### src/rtl/fnvh_pkg.sv
// Package for the FNV-1a hash map: status codes, hash constants, defaults.
// No dependencies.
package fnvh_pkg;
	localparam int TableDepthDef = 256;
	localparam int KeyBytesDef   = 8;
	localparam int ValueBitsDef  = 32;
	localparam logic [63:0] HASH_SEED = 64'hcbf29ce484222325;
	localparam logic [63:0] HASH_MULT = 64'h00000100000001b3;
	localparam logic [7:0]  FILL_RESET = 8'd128;

	localparam logic [2:0] ST_FOUND     = 3'd0;
	localparam logic [2:0] ST_NOT_FOUND = 3'd1;
	localparam logic [2:0] ST_INSERTED  = 3'd2;
	localparam logic [2:0] ST_UPDATED   = 3'd3;
	localparam logic [2:0] ST_NULL      = 3'd4;
	localparam logic [2:0] ST_FULL      = 3'd5;

	typedef struct packed {
		logic load;
		logic hash_step;
		logic probe_rd;
		logic probe_next;
		logic wr_value;
		logic wr_insert;
		logic set_status;
		logic [2:0] status;
	} fnvh_cmd_t;

	typedef struct packed {
		logic hash_done;
		logic slot_free;
		logic key_match;
		logic probe_last;
		logic is_set;
		logic val_zero;
		logic below_limit;
	} fnvh_stat_t;
endpackage

### src/rtl/fnvh_ctrl.sv
// Controller: sequences hash rounds, probe reads and table writes per item.
// Depends on fnvh_pkg.
module fnvh_ctrl import fnvh_pkg::*; (
	input  logic       clk,
	input  logic       arst_n,
	input  logic       in_valid,
	output logic       in_ready,
	output logic       out_valid,
	input  logic       out_ready,
	input  fnvh_stat_t stat,
	output fnvh_cmd_t  cmd
);
	localparam logic [2:0] S_IDLE = 3'd0;
	localparam logic [2:0] S_HASH = 3'd1;
	localparam logic [2:0] S_RD   = 3'd2;
	localparam logic [2:0] S_CHK  = 3'd3;
	localparam logic [2:0] S_OUT  = 3'd4;

	logic [2:0] state_q, state_d;

	assign in_ready  = state_q == S_IDLE;
	assign out_valid = state_q == S_OUT;

	always_comb begin
		cmd     = '0;
		state_d = state_q;
		unique case (state_q)
			S_IDLE: begin
				if (in_valid) begin
					cmd.load = 1'b1;
					state_d  = S_HASH;
				end
			end
			S_HASH: begin
				if (stat.hash_done) begin
					if (stat.is_set && stat.val_zero) begin
						cmd.set_status = 1'b1;
						cmd.status     = ST_NULL;
						state_d        = S_OUT;
					end else begin
						state_d = S_RD;
					end
				end else begin
					cmd.hash_step = 1'b1;
				end
			end
			S_RD: begin
				cmd.probe_rd = 1'b1;
				state_d      = S_CHK;
			end
			S_CHK: begin
				cmd.set_status = 1'b1;
				state_d        = S_OUT;
				if (stat.slot_free) begin
					if (!stat.is_set) begin
						cmd.status = ST_NOT_FOUND;
					end else if (stat.below_limit) begin
						cmd.status    = ST_INSERTED;
						cmd.wr_insert = 1'b1;
					end else begin
						cmd.status = ST_FULL;
					end
				end else if (stat.key_match) begin
					cmd.status   = stat.is_set ? ST_UPDATED : ST_FOUND;
					cmd.wr_value = stat.is_set;
				end else if (stat.probe_last) begin
					cmd.status = stat.is_set ? ST_FULL : ST_NOT_FOUND;
				end else begin
					cmd.set_status = 1'b0;
					cmd.probe_next = 1'b1;
					state_d        = S_RD;
				end
			end
			S_OUT: begin
				if (out_ready)
					state_d = S_IDLE;
			end
			default: state_d = S_IDLE;
		endcase
	end

	always_ff @(posedge clk or negedge arst_n) begin
		if (!arst_n)
			state_q <= S_IDLE;
		else
			state_q <= state_d;
	end
endmodule
### config.mk
export PLATFORM = sky130hd
export DESIGN_NAME = fnvh_ctrl
export DESIGN_NICKNAME = d
export VERILOG_FILES = /design/src/rtl/fnvh_pkg.sv /design/src/rtl/fnvh_ctrl.sv
export SDC_FILE = /design/constraint.sdc
export NUM_CORES = 1
export LEC_CHECK = 0
export BUFFER_PORTS_ARGS = -buffer_cell sky130_fd_sc_hd__buf_2
export CORE_AREA = 2 2 39 41
export CTS_BUF_LIST = sky130_fd_sc_hd__clkbuf_8 sky130_fd_sc_hd__clkbuf_16
export DETAILED_ROUTE_END_ITERATION = 7
export DIE_AREA = 0 0 41 43
export PLACE_DENSITY = 0.62
export SYNTH_ARGS = -nofsm -noshare
export SYNTH_HDL_FRONTEND = slang
export SYNTH_SLANG_ARGS = --single-unit
### constraint.sdc
create_clock -name clk -period 4.4 [get_ports clk]
set_clock_uncertainty 0.15 [all_clocks]
set_input_delay 1.1 -clock clk [delete_from_list [all_inputs] [get_ports clk]]
set_output_delay 1.1 -clock clk [all_outputs]
set_load 0.03 [all_outputs]
==> results.toml <==
[min_path]
hold_depth = 1
holdPathEnd = "state_q[0]$_DFFE_PN0P_"
worstHoldStart = "state_q[2]$_DFFE_PN0P_"
hold_class = "flip-flop to flip-flop"

[worst_setup_path]
critPathLaunchType = "input pin"
path_common_cell = "buf_2"
slowest_stage = "or4_4"
r2r_slack_ns = 3.00
reg2reg_to = "state_q[2]$_DFFE_PN0P_"
worstSetupEndpointType = "output pin"
cp_max_fo = 4
reg2reg_depth = 3
startpoint = "stat[6]"
path_cells = "buf_2 > nand2_1 > or4_4 > o21ai_2 > buf_2"
cp_data_arrival_time_ns = 2.07
max_stage_delay_ns = 0.52
critPathKind = "input pin to output pin"
reg2reg_from = "state_q[0]$_DFFE_PN0P_"
critPathRequiredTime_ns = 3.15

[final_layout]
area_growth_pct = 48.4
regMostFlops = "state_q"
final_nets = 75
diodes = 0
drive_gt1_share_pct = 47.6
top_regs = "state_q (3)"
n_fill_cell = 150
final_core_util_pct = 34.1
largest_reg_flops = 3

[global_route]
first_global_vias = 326
grt_max_degree = 12
globalRouteMet2Util_pct = 15.6
antenna_found_initial = 0
grt_use_total_pct = 10.8
grt_first_pass_wirelength_um = 1280
overflow = 0
use_met1_pct = 12.7
grt-busiest-layer = "met2"
gr-usage-met3_pct = 3.14

[logic_synthesis]
synth_area_leader_cell = "dfrtp_1"
syn_area_um2 = 318
yosysMostFrequentCell = "nand2_1"
synthCells = 40
synth_async_sr_flop_share_pct = 100
ys_seq_area_share_pct = 23.6
ys_warn_count = 0
syn_nets = 51
yosys-top-cells-area = "dfrtp_1 24%, nand2_1 5.9%, o21ai_2 5.5%, nor2_1 4.7%, o221ai_2 4.7%"
yosys.cell_types.count = 25
synth_top_area_share_pct = 23.6
synth_common_cells = "5 x nand2_1, 4 x nor2_1, 3 x dfrtp_1"
synth_flop_cell = "dfrtp_1"
synth-edff-count = 0
synth_area_per_cell_um2 = 7.95
ys_seq_elements = 3

[power]
p_comb_share_pct = 51.5
p_clk_share_pct = 24.6
power.density_mw_per_mm2 = 657
ir_worst_vdd_mv = 0.128
p_leak_nw = 0.248
p_sw_mw = 0.150
switching_share_pct = 48.4
seqPwrFrac_pct = 23.9
power_mw = 0.310
internal_power_mw = 0.160

[detailed_routing]
vias_per_cell = 4.58
drt_iter0_drc = 5
via_count = 362
routedWlPerCell_um = 9.97
firstDrtPassIters = 3
wl_um = 788
route.detailed.drc = 0
ant_nets = 0

[timing]
worst_slew_margin_rel_pct = 78.5
setup_viol = 0
whs_ns = 0.436
post-route-period-util_pct = 75.4
rsz0062_at_grt = "no"
fin_crit_ns = 3.32
hold_viol = 0
tightest_slew_ns = 0.321
timing.fmax_mhz = 301
maxSlewViolCount = 0
tns_ns = 0

[place]
io_buffer_count = 22
gp_congestion = 0.646
dpl.hpwl_um = 627

[run]
maxCapViolCount = 0

[clocking]
hold_buffers = 0
cts_root_buf = "clkbuf_8"
clk_latency_ns = 0.21
cts_tree = "built"
clkSinkCount = 3
cts_buffers = 3
clockBufferDepth = 2
cts_setup_buffers = 0
postCtsResizedCells = 0
htree_levels = 1
cts.reportedPaths.clkPinSlew_ns = 0.03

[floorplanning]
die_x_um = 41
die-area_mm2 = 0.00176
ios = 23
initial_core_util_pct = 23.0
die_h_um = 43
core_mm2 = 0.00138
num_rows = 14

[outcome]
status = "finished clean"
-- layer usage --
metal  vias to the layer above  routed length [um]
met5                         -                   0
met4                         0                   0
met3                         0                  53
met2                        12                 393
met1                       162                 341
li1                        188                   -
-- per-stage QoR --
stage | cells | area, um2 | setup slack (ns)
finish | 79 | 472 | 1.08
global route | 79 | 472 | 1.03
CTS | 79 | 472 | 1.08
detailed placement | 75 | 427 | 1.08
global placement | 75 | 427 | 1.09
floorplan | 40 | 318 | 1.01
-- cells by family after synthesis --
group | synth area share (%)
multiplexers | 3.15
AND/OR/NAND/NOR | 41.3
AO/OA/AOI/OAI | 22.8
flip-flops | 23.6
buffers and inverters | 9.06
-- critical path: cells and delay by family --
family / cells / cell delay [ns]
AND/OR/NAND/NOR: 2 / 0.57
buffers and inverters: 2 / 0.32
AO/OA/AOI/OAI: 1 / 0.07
-- layout make-up --
cell class | instances | area [um2] | area share (%)
inverters | 2 | 7.51 | 1.59
clock buffers | 3 | 41.3 | 8.75
repair buffers | 22 | 110 | 23.3
flip-flops and latches | 3 | 75.1 | 15.9
multi-input cells | 32 | 214 | 45.4
well taps | 16 | 20.0 | 4.24
clock inverters | 1 | 3.75 | 0.796
-- power groups by stage --
stage	combinational (mW)	clock, mW	sequential [mW]
finish	0.160	0.0761	0.0741
floorplan	0.159	0	0.0462
CTS	0.163	0.0778	0.0748
detailed placement	0.162	0	0.0749
global route	0.175	0.0815	0.0801
global placement	0.161	0	0.0742
-- layout by cell type (no fill, tap or decap), types with 2 or more instances in the layout --
cell type,Yosys,routed
inv_1,2,3
nor3_1,2,2
dfrtp_1,3,3
nor2_1,4,4
nand2_1,5,5
buf_2,2,22
nor2b_1,2,2
clkbuf_8,0,3
a21oi_1,2,2
o21ai_2,2,2
-- worst max-delay path by stage --
stage | endpoint | slack, ns
after floorplan | cmd[8] | 1.01
after global placement | cmd[3] | 1.09
after detailed placement | cmd[3] | 1.08
after CTS | cmd[3] | 1.08
after global routing | cmd[2] | 1.03
final | cmd[3] | 1.08
Note: power is estimated with default switching activity, not from simulation.
